--- src/adrp_pkg.sv ---
// ----------------------------------------------------------------------------
// adrp_pkg
// Shared types and constants for the ADRP/ADD reference scanner.
// ----------------------------------------------------------------------------
package adrp_pkg;

    localparam int LOOKAHEAD_DEF   = 7;
    localparam int MATCH_LIMIT_DEF = 8;
    localparam int QUEUE_DEPTH_DEF = 4;

    localparam int ADDR_W     = 64;
    localparam int WORD_W     = 32;
    localparam int SEG_W      = 32;
    localparam int MAXM_W     = 4;
    localparam int DIST_W     = 3;
    localparam int CFG_IDX_W  = 8;
    localparam int PAGE_SHIFT = 12;

    localparam logic [WORD_W-1:0] ADRP_MASK = 32'h9F00_0000;
    localparam logic [WORD_W-1:0] ADRP_OPC  = 32'h9000_0000;
    localparam logic [WORD_W-1:0] ADD_MASK  = 32'hFFC0_0000;
    localparam logic [WORD_W-1:0] ADD_OPC   = 32'h9100_0000;
    localparam logic [SEG_W-1:0]  SEG_MIN   = 32'd32;

    localparam logic [MAXM_W-1:0] MAX_MATCHES_RST = 4'd8;

    localparam logic [CFG_IDX_W-1:0] CFG_TARGET_ADDRESS = 8'd0;
    localparam logic [CFG_IDX_W-1:0] CFG_MAX_MATCHES    = 8'd1;

    localparam logic KIND_WORD    = 1'b0;
    localparam logic KIND_RESTART = 1'b1;

    typedef struct packed {
        logic              kind;
        logic [WORD_W-1:0] instr_word;
        logic [ADDR_W-1:0] word_address;
        logic [SEG_W-1:0]  seg_bytes_left;
    } in_beat_t;

    typedef struct packed {
        logic [ADDR_W-1:0] ref_address;
        logic [DIST_W-1:0] add_distance;
        logic              last_of_run;
    } out_beat_t;

endpackage

--- src/adrp_job_fifo.sv ---
// ----------------------------------------------------------------------------
// adrp_job_fifo
// Small register FIFO holding match jobs between front and back.
// ----------------------------------------------------------------------------
module adrp_job_fifo #(
    parameter int WIDTH = 71,
    parameter int DEPTH = adrp_pkg::QUEUE_DEPTH_DEF
) (
    input  logic             aclk,
    input  logic             aresetn,
    input  logic             push,
    input  logic [WIDTH-1:0] push_data,
    output logic             full,
    input  logic             pop,
    output logic [WIDTH-1:0] pop_data,
    output logic             empty
);
    localparam int PTR_W = (DEPTH > 1) ? $clog2(DEPTH) : 1;
    localparam int CNT_W = $clog2(DEPTH + 1);

    logic [WIDTH-1:0] mem_reg [DEPTH];
    logic [PTR_W-1:0] wr_ptr_reg, wr_ptr_next;
    logic [PTR_W-1:0] rd_ptr_reg, rd_ptr_next;
    logic [CNT_W-1:0] count_reg, count_next;

    assign full     = (count_reg == CNT_W'(DEPTH));
    assign empty    = (count_reg == '0);
    assign pop_data = mem_reg[rd_ptr_reg];

    always_comb begin
        wr_ptr_next = wr_ptr_reg;
        rd_ptr_next = rd_ptr_reg;
        count_next  = count_reg;
        if (push) begin
            wr_ptr_next = (wr_ptr_reg == PTR_W'(DEPTH - 1)) ? '0 : wr_ptr_reg + 1'b1;
        end
        if (pop) begin
            rd_ptr_next = (rd_ptr_reg == PTR_W'(DEPTH - 1)) ? '0 : rd_ptr_reg + 1'b1;
        end
        if (push && !pop) begin
            count_next = count_reg + 1'b1;
        end else if (pop && !push) begin
            count_next = count_reg - 1'b1;
        end
    end

    always_ff @(posedge aclk) begin
        if (!aresetn) begin
            wr_ptr_reg <= '0;
            rd_ptr_reg <= '0;
            count_reg  <= '0;
        end else begin
            wr_ptr_reg <= wr_ptr_next;
            rd_ptr_reg <= rd_ptr_next;
            count_reg  <= count_next;
        end
    end

    always_ff @(posedge aclk) begin
        if (push) begin
            mem_reg[wr_ptr_reg] <= push_data;
        end
    end

endmodule

--- src/adrp_front.sv ---
// ----------------------------------------------------------------------------
// adrp_front
// Instruction window, ADRP/ADD classification and match-limit trimming.
// ----------------------------------------------------------------------------
module adrp_front #(
    parameter int LOOKAHEAD   = adrp_pkg::LOOKAHEAD_DEF,
    parameter int MATCH_LIMIT = adrp_pkg::MATCH_LIMIT_DEF
) (
    input  logic                          aclk,
    input  logic                          aresetn,
    input  logic                          in_valid,
    output logic                          in_ready,
    input  adrp_pkg::in_beat_t            in_data,
    input  logic [adrp_pkg::ADDR_W-1:0]   target_address,
    input  logic [adrp_pkg::MAXM_W-1:0]   max_matches,
    output logic                          job_push,
    output logic [adrp_pkg::ADDR_W-1:0]   job_addr,
    output logic [LOOKAHEAD-1:0]          job_mask,
    input  logic                          job_full
);
    import adrp_pkg::*;

    localparam int WIN    = LOOKAHEAD + 1;
    localparam int FILL_W = $clog2(WIN + 1);
    localparam int CNT_W  = $clog2(MATCH_LIMIT + 1);
    localparam int LIM_W  = (CNT_W > MAXM_W) ? CNT_W : MAXM_W;
    localparam int PAGE_W = ADDR_W - PAGE_SHIFT;

    logic [WORD_W-1:0] win_word_reg [WIN];
    logic [ADDR_W-1:0] win_addr_reg [WIN];
    logic [WIN-1:0]    win_elig_reg;
    logic [FILL_W-1:0] fill_reg, fill_next;
    logic [CNT_W-1:0]  count_reg, count_next;
    logic              test_pending_reg, test_pending_next;

    logic              accept, acc_word, acc_restart, test_go;
    logic [20:0]       imm21;
    logic [PAGE_W-1:0] page_hi;
    logic              head_hit;
    logic [LOOKAHEAD-1:0] add_hit;
    logic [LIM_W-1:0]  limit, remaining, kept_cnt;
    logic [LOOKAHEAD-1:0] kept_mask;

    assign in_ready    = !test_pending_reg || !job_full;
    assign accept      = in_valid && in_ready;
    assign acc_word    = accept && (in_data.kind == KIND_WORD);
    assign acc_restart = accept && (in_data.kind == KIND_RESTART);
    assign test_go     = test_pending_reg && !job_full;

    // head of a full window: ADRP page check
    assign imm21   = {win_word_reg[0][23:5], win_word_reg[0][30:29]};
    assign page_hi = win_addr_reg[0][ADDR_W-1:PAGE_SHIFT]
                   + {{(PAGE_W - 21){imm21[20]}}, imm21};
    assign head_hit = win_elig_reg[0]
                   && ((win_word_reg[0] & ADRP_MASK) == ADRP_OPC)
                   && (page_hi == target_address[ADDR_W-1:PAGE_SHIFT]);

    // page low bits are zero, so page + imm12 == target reduces to imm12 == target[11:0]
    always_comb begin
        for (int i = 1; i < WIN; i++) begin
            add_hit[i-1] = ((win_word_reg[i] & ADD_MASK) == ADD_OPC)
                        && (win_word_reg[i][9:5] == win_word_reg[0][4:0])
                        && (win_word_reg[i][21:10] == target_address[PAGE_SHIFT-1:0]);
        end
    end

    always_comb begin
        limit = (LIM_W'(max_matches) < LIM_W'(MATCH_LIMIT)) ? LIM_W'(max_matches)
                                                            : LIM_W'(MATCH_LIMIT);
        remaining = (LIM_W'(count_reg) < limit) ? limit - LIM_W'(count_reg) : '0;
        kept_cnt  = '0;
        kept_mask = '0;
        for (int i = 0; i < LOOKAHEAD; i++) begin
            if (head_hit && add_hit[i] && (kept_cnt < remaining)) begin
                kept_mask[i] = 1'b1;
                kept_cnt     = kept_cnt + 1'b1;
            end
        end
    end

    assign job_push = test_go && (kept_mask != '0);
    assign job_addr = win_addr_reg[0];
    assign job_mask = kept_mask;

    always_comb begin
        fill_next         = fill_reg;
        count_next        = count_reg;
        test_pending_next = test_pending_reg && !test_go;
        if (test_go) begin
            count_next = CNT_W'(LIM_W'(count_reg) + kept_cnt);
        end
        if (acc_word) begin
            fill_next = (fill_reg == FILL_W'(WIN)) ? FILL_W'(WIN) : fill_reg + 1'b1;
            if (fill_reg >= FILL_W'(WIN - 1)) begin
                test_pending_next = 1'b1;
            end
        end
        if (acc_restart) begin
            fill_next  = '0;
            count_next = '0;
        end
    end

    always_ff @(posedge aclk) begin
        if (!aresetn) begin
            fill_reg         <= '0;
            count_reg        <= '0;
            test_pending_reg <= 1'b0;
        end else begin
            fill_reg         <= fill_next;
            count_reg        <= count_next;
            test_pending_reg <= test_pending_next;
        end
    end

    always_ff @(posedge aclk) begin
        if (acc_word) begin
            for (int i = 0; i < WIN - 1; i++) begin
                win_word_reg[i] <= win_word_reg[i+1];
                win_addr_reg[i] <= win_addr_reg[i+1];
                win_elig_reg[i] <= win_elig_reg[i+1];
            end
            win_word_reg[WIN-1] <= in_data.instr_word;
            win_addr_reg[WIN-1] <= in_data.word_address;
            win_elig_reg[WIN-1] <= (in_data.seg_bytes_left > SEG_MIN);
        end
    end

endmodule

--- src/adrp_back.sv ---
// ----------------------------------------------------------------------------
// adrp_back
// Expands one match job into result beats, one per cycle while out_ready allows, with output register.
// ----------------------------------------------------------------------------
module adrp_back #(
    parameter int LOOKAHEAD = adrp_pkg::LOOKAHEAD_DEF
) (
    input  logic                          aclk,
    input  logic                          aresetn,
    input  logic                          job_empty,
    input  logic [adrp_pkg::ADDR_W-1:0]   job_addr,
    input  logic [LOOKAHEAD-1:0]          job_mask,
    output logic                          job_pop,
    output logic                          out_valid,
    input  logic                          out_ready,
    output adrp_pkg::out_beat_t           out_data
);
    import adrp_pkg::*;

    logic                 cur_valid_reg, cur_valid_next;
    logic [ADDR_W-1:0]    cur_addr_reg;
    logic [LOOKAHEAD-1:0] cur_mask_reg, cur_mask_next;
    logic                 out_valid_reg, out_valid_next;
    out_beat_t            out_data_reg;

    logic                 out_free, emit, last, load;
    logic [LOOKAHEAD-1:0] pick, rest;
    logic [DIST_W-1:0]    pick_dist;

    assign out_free = !out_valid_reg || out_ready;
    assign emit     = cur_valid_reg && out_free;
    assign pick     = cur_mask_reg & (~cur_mask_reg + 1'b1);
    assign rest     = cur_mask_reg & ~pick;
    assign last     = (rest == '0);
    assign load     = !job_empty && (!cur_valid_reg || (emit && last));
    assign job_pop  = load;

    always_comb begin
        pick_dist = '0;
        for (int i = 0; i < LOOKAHEAD; i++) begin
            if (pick[i]) begin
                pick_dist = pick_dist | DIST_W'(i + 1);
            end
        end
    end

    always_comb begin
        cur_valid_next = cur_valid_reg;
        cur_mask_next  = cur_mask_reg;
        if (emit) begin
            cur_mask_next = rest;
            if (last) begin
                cur_valid_next = 1'b0;
            end
        end
        if (load) begin
            cur_valid_next = 1'b1;
            cur_mask_next  = job_mask;
        end
        out_valid_next = emit ? 1'b1 : (out_ready ? 1'b0 : out_valid_reg);
    end

    always_ff @(posedge aclk) begin
        if (!aresetn) begin
            cur_valid_reg <= 1'b0;
            out_valid_reg <= 1'b0;
        end else begin
            cur_valid_reg <= cur_valid_next;
            out_valid_reg <= out_valid_next;
        end
    end

    always_ff @(posedge aclk) begin
        cur_mask_reg <= cur_mask_next;
        if (load) begin
            cur_addr_reg <= job_addr;
        end
        if (emit) begin
            out_data_reg.ref_address  <= cur_addr_reg;
            out_data_reg.add_distance <= pick_dist;
            out_data_reg.last_of_run  <= last;
        end
    end

    assign out_valid = out_valid_reg;
    assign out_data  = out_data_reg;

endmodule

--- src/adrp_add_reference_scanner.sv ---
// ----------------------------------------------------------------------------
// adrp_add_reference_scanner
// Finds ADRP + ADD immediate pairs that form a given target address.
//
// Input channel (s_*): one beat per instruction word with its address and
// segment bytes left, or a restart beat that empties the window and clears
// the match count. Up to one beat is taken per cycle.
// Result channel (m_*): one beat per matching ADD, carrying the ADRP address,
// the word distance to the ADD and a last-of-run flag for the final result
// caused by one input beat. Results are given in stream order.
// Config channel (cfg_*): register 0 target address, register 1 match
// limit; always ready. Registers are written while the block is idle; the user
// must see to this, as the block does not enforce it. Throughput: 1 input beat
// per cycle while s_ready is high; the back end gives 1 result per cycle under
// m_ready high. A 4-entry job queue absorbs bursts; when it is full and a test
// is due, s_ready drops. Under m_ready low the result register holds its beat.
// Reset empties window, queue and output and restores the register defaults.
// ----------------------------------------------------------------------------
module adrp_add_reference_scanner #(
    parameter int LOOKAHEAD   = adrp_pkg::LOOKAHEAD_DEF,
    parameter int MATCH_LIMIT = adrp_pkg::MATCH_LIMIT_DEF,
    parameter int QUEUE_DEPTH = adrp_pkg::QUEUE_DEPTH_DEF
) (
    input  logic                           aclk,
    input  logic                           aresetn,
    input  logic                           s_valid,
    output logic                           s_ready,
    input  adrp_pkg::in_beat_t             s_data,
    output logic                           m_valid,
    input  logic                           m_ready,
    output adrp_pkg::out_beat_t            m_data,
    input  logic                           cfg_valid,
    output logic                           cfg_ready,
    input  logic [adrp_pkg::CFG_IDX_W-1:0] cfg_index,
    input  logic [adrp_pkg::ADDR_W-1:0]    cfg_data
);
    import adrp_pkg::*;

    localparam int JOB_W = ADDR_W + LOOKAHEAD;

    logic [ADDR_W-1:0]    target_reg;
    logic [MAXM_W-1:0]    max_matches_reg;

    logic                 push, full, pop, empty;
    logic [ADDR_W-1:0]    push_addr;
    logic [LOOKAHEAD-1:0] push_mask;
    logic [JOB_W-1:0]     pop_job;

    assign cfg_ready = 1'b1;

    always_ff @(posedge aclk) begin
        if (!aresetn) begin
            target_reg      <= '0;
            max_matches_reg <= MAX_MATCHES_RST;
        end else if (cfg_valid && cfg_ready) begin
            if (cfg_index == CFG_TARGET_ADDRESS) begin
                target_reg <= cfg_data;
            end else if (cfg_index == CFG_MAX_MATCHES) begin
                max_matches_reg <= cfg_data[MAXM_W-1:0];
            end
        end
    end

    adrp_front #(
        .LOOKAHEAD   (LOOKAHEAD),
        .MATCH_LIMIT (MATCH_LIMIT)
    ) u_front (
        .aclk           (aclk),
        .aresetn        (aresetn),
        .in_valid       (s_valid),
        .in_ready       (s_ready),
        .in_data        (s_data),
        .target_address (target_reg),
        .max_matches    (max_matches_reg),
        .job_push       (push),
        .job_addr       (push_addr),
        .job_mask       (push_mask),
        .job_full       (full)
    );

    adrp_job_fifo #(
        .WIDTH (JOB_W),
        .DEPTH (QUEUE_DEPTH)
    ) u_fifo (
        .aclk      (aclk),
        .aresetn   (aresetn),
        .push      (push),
        .push_data ({push_addr, push_mask}),
        .full      (full),
        .pop       (pop),
        .pop_data  (pop_job),
        .empty     (empty)
    );

    adrp_back #(
        .LOOKAHEAD (LOOKAHEAD)
    ) u_back (
        .aclk      (aclk),
        .aresetn   (aresetn),
        .job_empty (empty),
        .job_addr  (pop_job[JOB_W-1:LOOKAHEAD]),
        .job_mask  (pop_job[LOOKAHEAD-1:0]),
        .job_pop   (pop),
        .out_valid (m_valid),
        .out_ready (m_ready),
        .out_data  (m_data)
    );

endmodule

--- config.mk ---
export PLATFORM = sky130hd
export DESIGN_NAME = adrp_add_reference_scanner
export DESIGN_NICKNAME = d
export VERILOG_FILES = /design/src/adrp_pkg.sv /design/src/adrp_job_fifo.sv /design/src/adrp_front.sv /design/src/adrp_back.sv /design/src/adrp_add_reference_scanner.sv
export SDC_FILE = /design/constraint.sdc
export NUM_CORES = 1
export LEC_CHECK = 0
export BUFFER_PORTS_ARGS = -buffer_cell sky130_fd_sc_hd__buf_2
export CORE_UTILIZATION = 50
export DETAILED_ROUTE_END_ITERATION = 10
export HOLD_SLACK_MARGIN = 0.1
export PLACE_DENSITY_LB_ADDON = 0.2
export SLEW_MARGIN = 30
export SYNTH_ARGS = -nofsm -noshare
export SYNTH_HDL_FRONTEND = slang
export SYNTH_SLANG_ARGS = --single-unit
export TNS_END_PERCENT = 100
--- constraint.sdc ---
create_clock -name aclk -period 62.9 [get_ports aclk]
set_clock_uncertainty 0.1 [all_clocks]
set_input_delay 0 -clock aclk [delete_from_list [all_inputs] [get_ports aclk]]
set_output_delay 0 -clock aclk [all_outputs]
set_load 0.01 [all_outputs]
Word-level counts from Yosys, hierarchy flattened --
Memories as Yosys holds them, arrays and structs flattened. A register that Yosys moved wholly into a read port is not among the register bits. Cells that the tools add are included.
Cells by class: add/sub/neg operators 15, $mul 0, div/mod/pow operators 0, magnitude comparators 11, equal/unequal tests 28, shifts and indexed selects 0, multiplexer cells 40, bitwise operators 7, reduce and logical (&&, ||, !) cells 66
Operators with widths (number):
- 12-bit equality test | 7
- 10-bit equality test (second input constant) | 7
- 52-bit adder | 1
- 52-bit equality test | 1
- 1-bit logical AND | 41
- 4-bit 2-to-1 mux | 9
- 5-bit equality test | 7
- 32-bit by 6-bit > comparator with 1-bit output (second input constant) | 1
- 4-bit by 1-bit adder with 4-bit output (second input constant) | 6
- 4-bit less-than comparator | 6
- 1-bit 2-to-1 mux | 21
- 7-bit bitwise AND | 2
- 7-bit 2-to-1 mux | 2
- 7-bit NOT | 2
- 2-bit 2-to-1 mux | 6
- 8-bit by 1-bit equality test with 1-bit output (second input constant) | 1
- 1-bit zero test | 8
- 8-bit zero test | 1
- 2-bit nonzero test | 4
- 7-bit by 1-bit adder with 7-bit output (second input constant) | 1
- 7-bit zero test | 1
- 7-bit nonzero test | 1
- 6-bit equality test (second input constant) | 1
- 3-bit 2-to-1 mux | 2
- 20 further kinds | 28
Word-level totals: flip-flop bits (word level) 233, bits in latches 0, RAM bits 1052, ROM bits 0, bits of input ports 206, output and inout port bits 71, memories kept 3
Memory list:
- u_front.win_addr_reg | words 8, width 64, rd ports 8, clocked after memory_dff 0, wr ports 8, line adrp_front.sv:30 | logic [ADDR_W-1:0] win_addr_reg [WIN];
- u_fifo.mem_reg | words 4, width 71, rd ports 1, clocked after memory_dff 1, wr ports 1, line adrp_job_fifo.sv:21 | logic [WIDTH-1:0] mem_reg [DEPTH];
- u_front.win_word_reg | words 8, width 32, rd ports 8, clocked after memory_dff 0, wr ports 8, line adrp_front.sv:29 | logic [WORD_W-1:0] win_word_reg [WIN];

Longest topological paths before layout --
word-level depth 31, gate-level depth with buffers 65, depth with buffers taken out 65

Cells and area by module --
From an unflattened synthesis, not the netlist that was laid out.
Unflattened totals: cells, all modules 3004, area total of the unflattened synthesis 50818.7 um2
Modules (own cells, without submodules):
- adrp_front | times used 1, cells each 2093, area an instance 32532.5 um2, seq. area each 23482.5 um2
- adrp_job_fifo | times used 1, cells each 415, area an instance 10779.1 um2, seq. area each 8708.4 um2
- adrp_back | times used 1, cells each 196, area an instance 4605.7 um2, seq. area each 4214.0 um2
- adrp_add_reference_scanner | times used 1, cells each 300, area an instance 2901.5 um2, seq. area each 1361.3 um2

Worst setup path after synthesis --
No wires, ideal clock.
path kind register to register, from reg u_fifo.count_reg[0], to reg u_front.fill_reg[3], setup time 0.070 ns, arrival time 35.870 ns, required time 62.730 ns, path slack 26.860 ns, stages on the path, launching flop included 8, buffers on the path 0, cells stage by stage dfxtp_1 -> nor2_1 -> nand3_1 -> nand2_1 -> nor2_1 -> nand4_1 -> xor2_1 -> nor2_1
Between the ends: elaborated cells between the ends (all ways) 7
RTL lines:
- from (decl) | line adrp_job_fifo.sv:24 | logic [CNT_W-1:0] count_reg, count_next;
- from (signal assigned) | line adrp_job_fifo.sv:55 | count_reg <= count_next;
- 3-bit equality test | line adrp_job_fifo.sv:26 | assign full = (count_reg == CNT_W'(DEPTH));
- 1-bit zero test | line adrp_front.sv:44 | assign in_ready = !test_pending_reg || !job_full;
- 1-bit logical OR | line adrp_front.sv:44
- via s_ready | line adrp_add_reference_scanner.sv:27 | output logic s_ready,
- 1-bit logical AND | line adrp_front.sv:45 | assign accept = in_valid && in_ready;
- 1-bit logical AND | line adrp_front.sv:46 | assign acc_word = accept && (in_data.kind == KIND_WORD);
- via u_front.acc_word | line adrp_front.sv:36 | logic accept, acc_word, acc_restart, test_go;
- to (signal assigned) | line adrp_front.sv:110 | fill_reg <= fill_next;
- to (decl) | line adrp_front.sv:32 | logic [FILL_W-1:0] fill_reg, fill_next;
The timed path passes the listed nets, and every way through them passes these cells. A chain may end at the register's enable or synchronous reset.

==> metrics.txt <==
CP Class=register to register; R2R Setup Slk=46.75 ns; final-report max-slew violation count=0; fillers=7030; Power Internal=1.53 mW; H-Tree Depth=4; Yosys top cell area share=71.0%; multi-input combinational cell area=12400 um2; Clk pin slew, worst setup/hold paths=0.07 ns; final hold violation count=0; sequential share of power=52.1%; CTS tree=done; Die ar.=103000 um2; Area after DPL=53800 um2; Synth cell types=106; Core Box Area=100000 um2; initial DRC count=2728; port bufs=275; Max clock buf depth=3; CTS Buf Count=131; fin nets=4189; final core utilization=62.3%; Crit path largest cell delay=0.87 ns; Async SR Flop Fraction=0%; Least-Margin Pin Slew=1.05 ns; grt ovf=0; Ports=277; CP arrival=16.68 ns; root buffer cell=clkbuf_16; most numerous cell in the Yosys netlist=edfxtp_1; maxcap violations=0; RSZ-0062 raised after global routing=false; gr usage total=27.7%; Crit path required time=63.43 ns; EDFF count, synth=1199; Avg Vias per Cell=5.75; period utilization=25.7%; FF+latch area=37800 um2; leak pwr=21.3 nW; Avg WL per Cell=26.5 um; Fmax=0.0619 GHz; switch share=24.3%; CP max FO=32; buffer count from post-CTS setup fixing=0; status=finished, final reports clean; Clk Latency, worst-skew pair=0.74 ns; Synth-to-Final Area Change=23.4%; largest net degree at the start of global routing=131; setup_tns=0 ns; global-route wire length before repair=206000 um; Detail Route Antenna Nets=0; Synth area leaders=edfxtp_1 71%, dfxtp_1 3.5%, mux4_2 3.2%, nand2_1 2.2%, ha_1 2.0%; gp weighted congestion=0.977; row count=116; Post-Syn Area per Cell=16.3 um2; syn_nets=3404; sequential share of the synthesized area=74.5%; vias in the first global route=31439; clock share of power=37.5%; P_sw=0.492 mW; most area-hungry cell type in the Yosys netlist=edfxtp_1; Post-DP HPWL=95500 um; post-route cell area=62500 um2; max reg flops=512; TritonCTS Sinks=1287; DR pass1 iterations=7; critical path capture point type=register; flops & latches, synth=1287; CP max-delay cell=a2111oi_0; Via Count=30835; Die X=320 um; Residual DRC=0; Tmin final=16.15 ns; initial antenna violation count=3; Finish-stage setup viols=0; Syn Inst Count=3111; top cells by count, synth=1199 x edfxtp_1, 294 x nand2_1, 135 x nor2_1; Initial Utilization=50.5%; CP dominant cell by count=nand2_1; commonest register cell after synthesis=edfxtp_1; crit start category=register; combinational fraction of design power=10.5%; PD cells=32.4 nW/um2; Worst Hold Class=primary input to register; fraction of layout cells with a size suffix above 1=16.5%; Yosys warning total=0; synthesized cell area=50700 um2; maximum vdd drop=0.0281 mV; Die Y=320 um; WL final=142000 um; Slew headroom=29.4%
[per-layer routing]
layer,wire (um),GRT usage [%]
met1,60600,37.3
met2,68700,45.5
met3,7800,4.46
met4,5140,10.2
met5,12,0
[worst max-delay path: cells and delay by family (launching register included)]
family / cells / cell delay [ns]
AND/OR/NAND/NOR: 31 / 5.91
buffers and inverters: 5 / 1.10
AO/OA/AOI/OAI: 15 / 4.61
XOR/XNOR: 1 / 0.20
multiplexers: 5 / 1.66
adder cells (fa/ha/maj): 7 / 2.11
flip-flops: 1 / 0.33
[cells by family after synthesis]
family,count (synthesis),share of synthesized area [%]
other,2,0.0148
flip-flops,1287,74.5
adder cells (fa/ha/maj),89,2.25
AND/OR/NAND/NOR,829,8.48
AO/OA/AOI/OAI,469,6.52
buffers and inverters,146,1.20
multiplexers,95,3.66
XOR/XNOR,194,3.35
[cell type report]
cell class	instances	share of cell area, %
timing repair buffer	758	9.98
clock buffer	167	5.69
multi-input combinational	1678	19.8
tap	1357	2.72
inverter	40	0.240
antenna	5	0.0200
clock inverter	70	1.12
sequential	1287	60.4
[cells in the final DEF, fill, tap and decap left out, types with 25 or more instances in the layout]
| cell type | n |
|---|---|
| edfxtp_1 | 1199 |
| dlygate4sd3_1 | 442 |
| nand2_1 | 294 |
| buf_2 | 275 |
| clkbuf_16 | 134 |
| nor2_1 | 132 |
| xnor2_1 | 103 |
| a21oi_1 | 93 |
| xor2_1 | 90 |
| dfxtp_1 | 86 |
| ha_1 | 83 |
| a21boi_0 | 73 |
| nand4_1 | 71 |
| mux4_2 | 71 |
| nand3_1 | 52 |
| o21ai_0 | 50 |
| nor3_1 | 47 |
| nor4_1 | 44 |
| inv_1 | 40 |
| o21ai_1 | 29 |
| buf_4 | 28 |
| clkbuf_1 | 25 |
[stage by stage]
| step | hold slack [ns] | instances | power (mW) | worst slack (ns) |
|---|---|---|---|---|
| final | 0.241 | 5362 | 2.03 | 46.75 |
| after global routing | 0.249 | 5357 | 2.09 | 45.78 |
| after CTS | 0.124 | 5355 | 2.03 | 47.10 |
| after detailed placement | 0.0781 | 4676 | 1.26 | 47.12 |
| after global placement | 0.0765 | 4672 | 1.26 | 47.69 |
| after floorplan | -0.00113 | 3111 | 1.20 | 26.86 |
[what timing repair did]
item                                   CTS  global route
endpoints found under the hold margin  314             0
hold buffers                           442             0
gates resized for setup                  0             0
[power by group through the flow]
stage,Combinational (mW),Clock [mW],Sequential (mW)
global route,0.225,0.805,1.06
finish,0.212,0.759,1.05
floorplan,0.107,0,1.09
global placement,0.181,0,1.08
detailed placement,0.192,0,1.07
CTS,0.209,0.769,1.05
[final timing paths]
path                            depth (start not counted)                        start                      endpoint
worst max register to register                         64  u_front.win_word_reg[0][23]          u_front.count_reg[3]
worst max-delay path                                   64  u_front.win_word_reg[0][23]          u_front.count_reg[3]
worst min register to register                          0  u_front.win_addr_reg[1][58]  u_front.win_addr_reg[0][250]
worst min-delay path                                    4                  s_data[128]           u_front.fill_reg[0]
Power figures use the tool's default switching activity.
